$ cat config.mk
export PLATFORM = sky130hd
export DESIGN_NAME = rle_packet_encoder
export DESIGN_NICKNAME = d
export VERILOG_FILES = /design/src/hw/rtl/rle_pkg.sv /design/src/hw/rtl/rle_ram.sv /design/src/hw/rtl/rle_packet_encoder.sv
export SDC_FILE = /design/constraint.sdc
export NUM_CORES = 2
export LEC_CHECK = 0
export BUFFER_PORTS_ARGS = -buffer_cell sky130_fd_sc_hd__buf_2
export CAP_MARGIN = 10
export CORE_AREA = 2 2 333 335
export DETAILED_ROUTE_END_ITERATION = 16
export DIE_AREA = 0 0 335 337
export PLACE_DENSITY = 0.67
export SLEW_MARGIN = 5
export SYNTH_ARGS = -nofsm -noshare
export SYNTH_HDL_FRONTEND = slang
export SYNTH_HIERARCHICAL = 1
export SYNTH_SLANG_ARGS = --single-unit
$ cat constraint.sdc
create_clock -name clk -period 10.25 [get_ports clk]
set_clock_uncertainty 0.15 [all_clocks]
set_input_delay 2.5625 -clock clk [delete_from_list [all_inputs] [get_ports clk]]
set_output_delay 2.5625 -clock clk [all_outputs]
set_load 0.005 [all_outputs]
$ cat src/hw/rtl/rle_pkg.sv
// rle_pkg: shared types and fixed constants of the run-length packet encoder
// depends on nothing; imported by rle_packet_encoder and the testbench
`default_nettype none

package rle_pkg;

  // packet count field, fixed by the seven count bits of a packet header
  localparam int CNT_W       = 7;
  // chunks that one input may produce at most; later chunks are dropped
  localparam int MAX_RESULTS = 17;
  localparam int RES_W       = 5;

  typedef enum logic [1:0] {
    MODE_NONE    = 2'd0,
    MODE_REPEAT  = 2'd1,
    MODE_LITERAL = 2'd2
  } mode_t;

endpackage

`default_nettype wire

$ cat src/hw/rtl/rle_ram.sv
// rle_ram: generic single-write, single-read RAM with a registered read port
// no package dependency; used for the literal byte store of the encoder
`default_nettype none

module rle_ram #(
  parameter int WIDTH = 8,
  parameter int DEPTH = 127
) (
  input  wire logic                     clk,
  input  wire logic                     wr_en,
  input  wire logic [$clog2(DEPTH)-1:0] wr_addr,
  input  wire logic [WIDTH-1:0]         wr_data,
  input  wire logic                     rd_en,
  input  wire logic [$clog2(DEPTH)-1:0] rd_addr,
  output logic      [WIDTH-1:0]         rd_data
);

  logic [WIDTH-1:0] mem [DEPTH];

  always_ff @(posedge clk) begin
    if (wr_en) begin
      mem[wr_addr] <= wr_data;
    end
    if (rd_en) begin
      rd_data <= mem[rd_addr];
    end
  end

endmodule

`default_nettype wire

$ cat src/hw/rtl/rle_packet_encoder.sv
// rle_packet_encoder: byte-stream run-length encoder emitting packed chunks
// depends on rle_pkg and rle_ram (literal byte store)
//
// Usage:
//   Input channel (in_valid / in_stall): one raw byte per beat, with
//   in_stream_end on the final byte of a stream. Output channel
//   (out_valid / out_stall): chunks of up to CHUNK_BYTES compressed bytes,
//   first byte in bits 7:0, unused lanes zero. out_last_of_burst marks the
//   final chunk caused by one input beat, out_stream_done the chunk that holds
//   the final compressed byte of a stream.
//   One input beat is handled at a time. The assembly loop takes one
//   compressed byte at a time and the literal store has a single read port.
//   A literal of n bytes is read back from the store at one byte per cycle
//   after its header byte, while the assembly loop is not waiting.
//   Reset (rst_n low, synchronous) closes all packets, drops the held
//   lookahead byte and empties the output register; no clearing pass runs.
//   While the receiver stalls, the output register holds its chunk and the
//   assembly loop waits once the next chunk is full.
`default_nettype none

module rle_packet_encoder
  import rle_pkg::*;
#(
  parameter int MAX_PACKET  = 127,
  parameter int CHUNK_BYTES = 8
) (
  input  wire logic        clk,
  input  wire logic        rst_n,
  input  wire logic        in_valid,
  output logic             in_stall,
  input  wire logic [7:0]  in_byte_value,
  input  wire logic        in_stream_end,
  output logic             out_valid,
  input  wire logic        out_stall,
  output logic [63:0]      out_chunk_data,
  output logic [3:0]       out_chunk_bytes,
  output logic             out_last_of_burst,
  output logic             out_stream_done
);

  localparam int AW = $clog2(MAX_PACKET);

  typedef enum logic [2:0] {
    S_IDLE, S_ENC, S_REP_CNT, S_REP_VAL, S_LIT_HDR, S_LIT_PUT, S_FLUSH
  } state_t;

  // which byte is being encoded: held lookahead, final byte, or final close
  typedef enum logic [1:0] {
    PH_LA, PH_LAST, PH_FIN
  } phase_t;

  // where a packet close returns to
  typedef enum logic {
    RES_REDO, RES_ADVANCE
  } resume_t;

  state_t             state_r, state_nxt;
  phase_t             phase_r, phase_nxt;
  resume_t            resume_r, resume_nxt;
  logic [7:0]         la_r, la_nxt;
  logic               la_vld_r, la_vld_nxt;
  mode_t              mode_r, mode_nxt;
  logic [CNT_W-1:0]   cnt_r, cnt_nxt;
  logic [7:0]         rv_r, rv_nxt;
  logic [7:0]         in_byte_r, in_byte_nxt;
  logic               in_last_r, in_last_nxt;
  logic [AW-1:0]      idx_r, idx_nxt;
  logic [63:0]        acc_data_r, acc_data_nxt;
  logic [3:0]         acc_cnt_r, acc_cnt_nxt;
  logic [RES_W-1:0]   chunk_idx_r, chunk_idx_nxt;
  logic               drop_r, drop_nxt;
  logic               out_valid_r, out_valid_nxt;
  logic [63:0]        out_data_r, out_data_nxt;
  logic [3:0]         out_bytes_r, out_bytes_nxt;
  logic               out_last_r, out_last_nxt;
  logic               out_done_r, out_done_nxt;

  logic               wr_en, rd_en;
  logic [AW-1:0]      wr_addr, rd_addr;
  logic [7:0]         wr_data, rd_data;

  logic [7:0]         enc_x;
  logic               has_next, eq_next;
  logic [CNT_W-1:0]   cnt_inc;
  logic               cnt_at_max;
  logic [AW-1:0]      idx_inc;
  logic               out_free, acc_full, can_put;
  logic               put_req;
  logic [7:0]         put_val;
  logic               push_req, push_last, push_done;
  state_t             adv_state;
  phase_t             adv_phase;

  rle_ram #(
    .WIDTH (8),
    .DEPTH (MAX_PACKET)
  ) u_lit_store (
    .clk     (clk),
    .wr_en   (wr_en),
    .wr_addr (wr_addr),
    .wr_data (wr_data),
    .rd_en   (rd_en),
    .rd_addr (rd_addr),
    .rd_data (rd_data)
  );

  assign enc_x      = (phase_r == PH_LA) ? la_r : in_byte_r;
  assign has_next   = (phase_r == PH_LA);
  assign eq_next    = has_next && (enc_x == in_byte_r);
  assign cnt_inc    = cnt_r + CNT_W'(1);
  assign cnt_at_max = (cnt_inc >= CNT_W'(MAX_PACKET));
  assign idx_inc    = idx_r + AW'(1);
  assign out_free   = !out_valid_r || !out_stall;
  assign acc_full   = (acc_cnt_r == 4'(CHUNK_BYTES));
  assign can_put    = drop_r || !acc_full || out_free;

  // next step once the current byte is fully encoded
  always_comb begin
    adv_phase = phase_r;
    case (phase_r)
      PH_LA: begin
        if (in_last_r) begin
          adv_state = S_ENC;
          adv_phase = PH_LAST;
        end else begin
          adv_state = S_FLUSH;
        end
      end
      PH_LAST: begin
        adv_state = S_ENC;
        adv_phase = PH_FIN;
      end
      default: adv_state = S_FLUSH;
    endcase
  end

  always_comb begin
    state_nxt     = state_r;
    phase_nxt     = phase_r;
    resume_nxt    = resume_r;
    la_nxt        = la_r;
    la_vld_nxt    = la_vld_r;
    mode_nxt      = mode_r;
    cnt_nxt       = cnt_r;
    rv_nxt        = rv_r;
    in_byte_nxt   = in_byte_r;
    in_last_nxt   = in_last_r;
    idx_nxt       = idx_r;
    acc_data_nxt  = acc_data_r;
    acc_cnt_nxt   = acc_cnt_r;
    chunk_idx_nxt = chunk_idx_r;
    drop_nxt      = drop_r;
    out_valid_nxt = out_valid_r;
    out_data_nxt  = out_data_r;
    out_bytes_nxt = out_bytes_r;
    out_last_nxt  = out_last_r;
    out_done_nxt  = out_done_r;
    wr_en         = 1'b0;
    wr_addr       = cnt_r[AW-1:0];
    wr_data       = enc_x;
    rd_en         = 1'b0;
    rd_addr       = idx_r;
    put_req       = 1'b0;
    put_val       = 8'd0;
    push_req      = 1'b0;
    push_last     = 1'b0;
    push_done     = 1'b0;

    case (state_r)
      S_IDLE: begin
        if (in_valid) begin
          in_byte_nxt = in_byte_value;
          in_last_nxt = in_stream_end;
          if (la_vld_r) begin
            state_nxt = S_ENC;
            phase_nxt = PH_LA;
          end else if (in_stream_end) begin
            state_nxt = S_ENC;
            phase_nxt = PH_LAST;
          end else begin
            state_nxt = S_FLUSH;
          end
        end
      end

      S_ENC: begin
        if (phase_r == PH_FIN) begin
          // a repeat can still be open after the final byte
          if (mode_r == MODE_REPEAT) begin
            state_nxt  = S_REP_CNT;
            resume_nxt = RES_ADVANCE;
          end else begin
            state_nxt = adv_state;
            phase_nxt = adv_phase;
          end
        end else begin
          case (mode_r)
            MODE_REPEAT: begin
              if (enc_x == rv_r) begin
                cnt_nxt = cnt_inc;
                if (cnt_at_max) begin
                  state_nxt  = S_REP_CNT;
                  resume_nxt = RES_ADVANCE;
                end else begin
                  state_nxt = adv_state;
                  phase_nxt = adv_phase;
                end
              end else begin
                state_nxt  = S_REP_CNT;
                resume_nxt = RES_REDO;
              end
            end
            MODE_LITERAL: begin
              if (eq_next) begin
                state_nxt  = S_LIT_HDR;
                resume_nxt = RES_REDO;
              end else begin
                wr_en   = 1'b1;
                cnt_nxt = cnt_inc;
                if (cnt_at_max || !has_next) begin
                  state_nxt  = S_LIT_HDR;
                  resume_nxt = RES_ADVANCE;
                end else begin
                  state_nxt = adv_state;
                  phase_nxt = adv_phase;
                end
              end
            end
            default: begin
              // no packet open: start one
              cnt_nxt = CNT_W'(1);
              if (eq_next) begin
                mode_nxt  = MODE_REPEAT;
                rv_nxt    = enc_x;
                state_nxt = adv_state;
                phase_nxt = adv_phase;
              end else begin
                mode_nxt = MODE_LITERAL;
                wr_en    = 1'b1;
                wr_addr  = '0;
                if (!has_next) begin
                  state_nxt  = S_LIT_HDR;
                  resume_nxt = RES_ADVANCE;
                end else begin
                  state_nxt = adv_state;
                  phase_nxt = adv_phase;
                end
              end
            end
          endcase
        end
      end

      S_REP_CNT: begin
        put_req = 1'b1;
        put_val = {1'b0, cnt_r};
        if (can_put) begin
          state_nxt = S_REP_VAL;
        end
      end

      S_REP_VAL: begin
        put_req = 1'b1;
        put_val = rv_r;
        if (can_put) begin
          mode_nxt = MODE_NONE;
          cnt_nxt  = '0;
          if (resume_r == RES_REDO) begin
            state_nxt = S_ENC;
          end else begin
            state_nxt = adv_state;
            phase_nxt = adv_phase;
          end
        end
      end

      S_LIT_HDR: begin
        put_req = 1'b1;
        put_val = {1'b1, cnt_r};
        if (can_put) begin
          rd_en     = 1'b1;
          rd_addr   = '0;
          idx_nxt   = '0;
          state_nxt = S_LIT_PUT;
        end
      end

      S_LIT_PUT: begin
        // read data holds while the loop waits, next read issued with each put
        put_req = 1'b1;
        put_val = rd_data;
        if (can_put) begin
          if (CNT_W'(idx_r) + CNT_W'(1) < cnt_r) begin
            rd_en   = 1'b1;
            rd_addr = idx_inc;
            idx_nxt = idx_inc;
          end else begin
            mode_nxt = MODE_NONE;
            cnt_nxt  = '0;
            if (resume_r == RES_REDO) begin
              state_nxt = S_ENC;
            end else begin
              state_nxt = adv_state;
              phase_nxt = adv_phase;
            end
          end
        end
      end

      S_FLUSH: begin
        if (drop_r || acc_cnt_r == 4'd0 || out_free) begin
          if (!drop_r && acc_cnt_r != 4'd0) begin
            push_req  = 1'b1;
            push_last = 1'b1;
            push_done = in_last_r;
          end
          acc_data_nxt  = '0;
          acc_cnt_nxt   = '0;
          chunk_idx_nxt = '0;
          drop_nxt      = 1'b0;
          if (in_last_r) begin
            la_nxt     = 8'd0;
            la_vld_nxt = 1'b0;
            mode_nxt   = MODE_NONE;
            cnt_nxt    = '0;
            rv_nxt     = 8'd0;
          end else begin
            la_nxt     = in_byte_r;
            la_vld_nxt = 1'b1;
          end
          state_nxt = S_IDLE;
        end
      end

      default: state_nxt = S_IDLE;
    endcase

    // chunk assembly: a full chunk leaves when the next byte arrives or the beat is flushed
    if (put_req && can_put && !drop_r) begin
      if (acc_full) begin
        push_req      = 1'b1;
        push_last     = (chunk_idx_r == RES_W'(MAX_RESULTS - 1));
        push_done     = push_last && in_last_r;
        chunk_idx_nxt = chunk_idx_r + RES_W'(1);
        if (push_last) begin
          drop_nxt     = 1'b1;
          acc_data_nxt = '0;
          acc_cnt_nxt  = '0;
        end else begin
          acc_data_nxt = 64'(put_val);
          acc_cnt_nxt  = 4'd1;
        end
      end else begin
        acc_data_nxt = acc_data_r | (64'(put_val) << {acc_cnt_r[2:0], 3'b000});
        acc_cnt_nxt  = acc_cnt_r + 4'd1;
      end
    end

    if (push_req) begin
      out_valid_nxt = 1'b1;
      out_data_nxt  = acc_data_r;
      out_bytes_nxt = acc_cnt_r;
      out_last_nxt  = push_last;
      out_done_nxt  = push_done;
    end else if (out_valid_r && !out_stall) begin
      out_valid_nxt = 1'b0;
    end
  end

  always_ff @(posedge clk) begin
    if (!rst_n) begin
      state_r     <= S_IDLE;
      phase_r     <= PH_LA;
      resume_r    <= RES_REDO;
      la_r        <= 8'd0;
      la_vld_r    <= 1'b0;
      mode_r      <= MODE_NONE;
      cnt_r       <= '0;
      rv_r        <= 8'd0;
      in_byte_r   <= 8'd0;
      in_last_r   <= 1'b0;
      idx_r       <= '0;
      acc_data_r  <= '0;
      acc_cnt_r   <= '0;
      chunk_idx_r <= '0;
      drop_r      <= 1'b0;
      out_valid_r <= 1'b0;
      out_data_r  <= '0;
      out_bytes_r <= '0;
      out_last_r  <= 1'b0;
      out_done_r  <= 1'b0;
    end else begin
      state_r     <= state_nxt;
      phase_r     <= phase_nxt;
      resume_r    <= resume_nxt;
      la_r        <= la_nxt;
      la_vld_r    <= la_vld_nxt;
      mode_r      <= mode_nxt;
      cnt_r       <= cnt_nxt;
      rv_r        <= rv_nxt;
      in_byte_r   <= in_byte_nxt;
      in_last_r   <= in_last_nxt;
      idx_r       <= idx_nxt;
      acc_data_r  <= acc_data_nxt;
      acc_cnt_r   <= acc_cnt_nxt;
      chunk_idx_r <= chunk_idx_nxt;
      drop_r      <= drop_nxt;
      out_valid_r <= out_valid_nxt;
      out_data_r  <= out_data_nxt;
      out_bytes_r <= out_bytes_nxt;
      out_last_r  <= out_last_nxt;
      out_done_r  <= out_done_nxt;
    end
  end

  assign in_stall          = (state_r != S_IDLE);
  assign out_valid         = out_valid_r;
  assign out_chunk_data    = out_data_r;
  assign out_chunk_bytes   = out_bytes_r;
  assign out_last_of_burst = out_last_r;
  assign out_stream_done   = out_done_r;

  // a chunk never carries zero bytes or more than a chunk's worth
  a_chunk_size: assert property (@(posedge clk) disable iff (!rst_n)
    out_valid_r |-> (out_bytes_r != 4'd0) && (out_bytes_r <= 4'(CHUNK_BYTES)))
    else $error("chunk byte count out of range");

  // end of stream is only flagged on the closing chunk of a burst
  a_done_last: assert property (@(posedge clk) disable iff (!rst_n)
    (out_valid_r && out_done_r) |-> out_last_r)
    else $error("stream_done without last_of_burst");

  // an open packet between encode steps holds at least one and fewer than max bytes
  a_open_count: assert property (@(posedge clk) disable iff (!rst_n)
    (state_r == S_ENC && mode_r != MODE_NONE) |->
      (cnt_r != '0) && (cnt_r < CNT_W'(MAX_PACKET)))
    else $error("open packet count out of range");

  // the assembler is empty between beats
  a_idle_empty: assert property (@(posedge clk) disable iff (!rst_n)
    (state_r == S_IDLE) |-> (acc_cnt_r == 4'd0) && !drop_r && (chunk_idx_r == '0))
    else $error("chunk assembler not empty while idle");

  // dropping starts only after the chunk limit has been reached
  a_drop_limit: assert property (@(posedge clk) disable iff (!rst_n)
    drop_r |-> (chunk_idx_r == RES_W'(MAX_RESULTS)))
    else $error("chunks dropped before the limit");

endmodule

`default_nettype wire

Word-level counts from Yosys, hierarchy flattened. Memories as Yosys holds them, arrays and structs flattened. A register that Yosys moved wholly into a read port is not among the register bits. Index checks and enable logic that the tools add are counted.

Memories kept: 1. Word-level logic and storage cells: 237. Input bits: 13. Output and inout bits: 72. Bits in writable memories: 1016. Flip-flop bits (word level): 193.

Memories: u_lit_store.mem (words 127, width 8, rd ports 1, clocked after Yosys merged registers in 1, write ports 1, line rle_ram.sv:18) `logic [WIDTH-1:0] mem [DEPTH];`.

$lt $le $gt $ge: 2. Shift-type cells: 1. Reductions and logical operators: 39. Add/subtract/negate cells: 4. Bitwise logic cells: 1. Muxes and demuxes: 131. Equality and inequality tests: 38.

Operators by type and width (count): 64-bit two-way mux (4); 7-bit two-way mux (15); 8-bit two-way mux (8); 64-bit OR (1); 8-bit by 6-bit << shifter with 64-bit output (1); 3-bit two-way mux (19); 2-bit two-way mux (24); 1-bit two-way mux (39); 8-bit case mux with 4 select lines (1); 7-bit case mux with 2 select lines (2); 7-bit case mux with 4 select lines (1); 2-bit != test, second input constant (11); 3-bit case mux with 7 select lines (1); 5-bit two-way mux (4); 8-bit == test (2); 4-bit two-way mux (4); 4-bit != test, second input constant (4); 2-bit case mux with 4 select lines (2); 8-bit case mux with 2 select lines (1); 3-bit != test, second input constant (5); 7-bit by 1-bit adder with 7-bit output, second input constant (2); 3-bit case mux with 2 select lines (2); 12-bit AND reduction (1); 6-bit AND reduction (2); 31 further kinds (60).

Depth between registers and ports, before layout.
Word-level depth: 10. Mapped depth: 21.

Modules after synthesis. The synthesis kept the hierarchy.

Modules (own cells, without submodules): rle_ram (times used 1, area each 39884.5 µm², cells each 1882); rle_packet_encoder (times used 1, area each 9008.6 µm², cells each 1082).

Worst setup path before layout. OpenSTA, ideal clock, no wires.

Path kind: register to register. From: register phase_r[1]. To: memory u_lit_store.mem[0][3] (data pin). Stages on the path, launching flop included: 4. Period minus slack after synthesis: 7.153 ns. Data arrival time: 5.803 ns. Slack: 3.097 ns. Path buffers: 1. Path through: dfxtp_1 > or2_1 > clkbuf_1 > o21ai_0.

Longest elaborated chain between the ends: 2.

RTL lines: from (decl) (line rle_packet_encoder.sv:58) `phase_t phase_r, phase_nxt;`; from (signal assigned) (line rle_packet_encoder.sv:394) `phase_r <= phase_nxt;`; 2-bit zero test (line rle_packet_encoder.sv:107) `assign enc_x = (phase_r == PH_LA) ? la_r : in_byte_r;`; 8-bit two-way mux (line rle_packet_encoder.sv:107); via enc_x[3] (line rle_packet_encoder.sv:82) `logic [7:0] enc_x;`; to (decl) (line rle_ram.sv:18).

The timed path passes the listed nets, and every way through them passes these cells.

Worst setup path in the final report.
From: input out_stall. To: register u_lit_store.rd_data[7], read port of u_lit_store.mem (data pin).

Longest elaborated chain between the ends: 5.

RTL lines: from (decl) (line rle_packet_encoder.sv:34) `input wire logic out_stall,`; 1-bit zero test (*) (line rle_packet_encoder.sv:113) `assign out_free = !out_valid_r || !out_stall;`; 1-bit logical OR (*) (line rle_packet_encoder.sv:113); 1-bit logical OR (*) (line rle_packet_encoder.sv:115) `assign can_put = drop_r || !acc_full || out_free;`; 7-bit two-way mux (on tied branches); 7-bit case mux with 2 select lines (*); via idx_nxt[0] (line rle_packet_encoder.sv:67) `logic [AW-1:0] idx_r, idx_nxt;`; to (decl) (line rle_ram.sv:15) `output logic [WIDTH-1:0] rd_data`.

Mark *: on every way through the listed nets, which the timed path passes. The rest lies on a longest branch. A chain may end at the register's enable or synchronous reset.

==> flow_metrics.tcl <==
set metrics [dict create \
    crit_buf_inv 3 \
    fin_tns_setup_ns 0 \
    first_pass_iters 5 \
    post-cts-setup-buffers 0 \
    async_flop_share_pct 0 \
    drt_iter0_drc 3249 \
    gp_congestion 0.9011 \
    maxCapViolations 0 \
    dp_hpwl_um 72700 \
    ctsHoldBuffers 0 \
    die_area_um2 112900 \
    synth_cell_types 93 \
    tritoncts "yes" \
    clock_sinks 1217 \
    grt_max_degree 109 \
    path_class "primary input to register" \
    routed_wl_um 117100 \
    cp_common_cell "nor4_1" \
    worst_ep_arrival_time_ns 6.70 \
    fin_util_pct 49.51 \
    grt_pass1_vias 26236 \
    power_w 0.01051 \
    cp.required_ns 10.54 \
    timing.final.crit_share_pct 62.53 \
    clkTransAtPathRegs_ns 0.06 \
    period_minus_slack_ns 6.410 \
    nets 3076 \
    clockRootBuffer "clkbuf_16" \
    drive_gt1_share_pct 19.78 \
    path_delay_family "simple AND/OR/NAND/NOR gates" \
    slowest_stage "buf_12" \
    cts.htree.levels 3 \
    hold_viol 0 \
    irDropWorstVdd_uv 176.9 \
    final_antenna_net_count 0 \
    core_region_area_um2 109600 \
    drv_slew 0 \
    syn_inst 2964 \
    yosysWarnings 6 \
    dpl_cell_area_um2 50620 \
    postCtsResizedCells 0 \
    status "finished, final reports clean" \
    synth_seq_area_share_pct 70.79 \
    grtUsageTotal_pct 20.70 \
    io_buffers 84 \
    stdcell_area_um2 54260 \
    setup_viol 0 \
    grt-ovfl-total 0 \
    worst-path-max-fanout 101 \
    fin_hold_ws_ns 0.2902 \
    rsz0062_at_grt "no" \
    via_count 27401 \
    rows 122 \
    insertion_delay_ns 0.71 \
    io_pins 85 \
    worstMarginPinSlew_ns 1.255 \
    startpoint_type "primary input" \
    fillers 8970 \
    end_kind "register" \
    p_per_area_nw_per_um2 193.6 \
    synth-edff-count 1024 \
    cts_buffers 117 \
    grt_pass1_wl_um 174300 \
    critPathMaxStageDelay_ns 0.59 \
    ys.flop_type "edfxtp_1" \
    routed_via_density 5.993 \
    antenna_found_initial 2 \
    die_h_um 337 \
    slew_headroom_pct 16.34 \
    drc 0 \
    hold_class "register to register" \
    netlist_area_um2 48890 \
    p_leak_nw 17.27 \
    die_x_um 335 \
    cts_buffer_depth 3 \
    yosys_register_bits 1217 \
    areaGrowthSynthToFinish_pct 10.98 \
    syn_area_per_cell_um2 16.50 \
    wl_per_cell_um 25.61 \
    synth_nets 2992 \
    crit_chain "buf_2 > nand3b_1 > nor2_1 > or3_1 > o21ai_4 > buf_12 > buf_4 > mux4_2 > a22oi_1 > a21oi_1 > nor4_1 > nor4_1" \
    start_util_pct 44.61 \
    fmax_mhz 156.0 \
]
-- metrics by stage --
stage / cells / setup slack [ns]
floorplan: 2964 / 3.097
global placement: 4355 / 3.167
detailed placement: 4355 / 3.181
CTS: 4571 / 3.925
global route: 4571 / 3.480
finish: 4572 / 3.840
-- final cells by class --
cell class | instances | area [um^2] | area share (%)
flip-flops and latches | 1217 | 34610 | 63.79
clock buffers | 160 | 3213 | 5.921
repair buffers | 133 | 813.3 | 1.499
inverters | 35 | 132.6 | 0.2444
diodes | 1 | 2.502 | 0.004612
clock inverters | 56 | 429.2 | 0.7909
multi-input cells | 1544 | 13270 | 24.46
well taps | 1426 | 1784 | 3.288
-- flip-flops by register name, indices dropped and copies added (netlist names), 2 cells and up --
signal               count
la_r                     8
acc_data_r              64
state_r                  3
u_lit_store/mem       1016
in_byte_r                8
acc_cnt_r                4
phase_r                  2
mode_r                   2
idx_r                    7
out_chunk_bytes          4
out_chunk_data          64
u_lit_store/rd_data      8
rv_r                     8
cnt_r                    7
chunk_idx_r              5
-- cell usage after synthesis, types with 41 or more instances --
library cell / count / area, um^2
edfxtp_1: 1024 / 30750
nand2_1: 259 / 972.2
mux4_2: 235 / 5293
nor2_1: 216 / 810.8
dfxtp_1: 193 / 3864
a21oi_1: 160 / 800.8
clkbuf_1: 60 / 225.2
a22o_1: 57 / 499.2
buf_2: 57 / 285.3
a22oi_1: 44 / 330.3
nand3_1: 44 / 220.2
mux2i_1: 42 / 420.4
o22ai_1: 42 / 262.8
o21ai_0: 41 / 205.2
-- path summary, 6_finish.rpt --
| check | end | start | cells after the start | slack [ns] |
|---|---|---|---|---|
| max | u_lit_store/rd_data[7] | out_stall | 12 | 3.84 |
| min | chunk_idx_r[4] | chunk_idx_r[4] | 1 | 0.29 |
| max reg2reg | u_lit_store/rd_data[7] | idx_r[0] | 17 | 3.87 |
| min reg2reg | chunk_idx_r[4] | chunk_idx_r[4] | 1 | 0.29 |
-- worst reg2reg max path, cell delays in order, from the launching register on --
cell,delay (ns)
dfxtp_1,0.46
ha_1,0.28
nand3_1,0.19
nor2_1,0.17
xor2_1,0.25
ha_1,0.31
and2_1,0.20
a221oi_1,0.23
o21ai_1,0.24
or3_1,0.47
o21ai_4,0.35
buf_12,0.59
buf_4,0.66
mux4_2,0.57
a22oi_1,0.26
a21oi_1,0.14
nor4_1,0.52
nor4_1,0.11
-- cells by family (layout without fill, tap and decap cells) --
logic type      count (synthesis)  after routing  synth area share, %
buf+inv                       203            384                2.295
fa+ha+maj                      15             15               0.3839
simple gates                  721            721                7.002
mux                           311            311                12.56
flops                        1217           1217                70.79
compound gates                471            471                6.500
xor+xnor                       26             26               0.4657
other cells                     0              1                    0
-- power by group --
| part | internal [W] | switching (W) |
|---|---|---|
| sequential | 0.00548 | 0.0000742 |
| clock | 0.00229 | 0.00180 |
| combinational | 0.000226 | 0.000640 |
-- cell usage in the layout, fill, tap and decap left out, types with 47 or more instances in the layout --
cell / n
edfxtp_1: 1024
nand2_1: 251
mux4_2: 235
nor2_1: 215
dfxtp_1: 193
a21oi_1: 160
clkbuf_16: 117
buf_2: 84
a22o_1: 55
buf_4: 47
-- per-layer routing --
layer	wire length [um]	GRT usage, %
met4	3263	6.125
met5	13	0
met3	9665	3.474
met1	48470	29.39
met2	55700	33.04
Note: power is estimated with default switching activity, not from simulation.
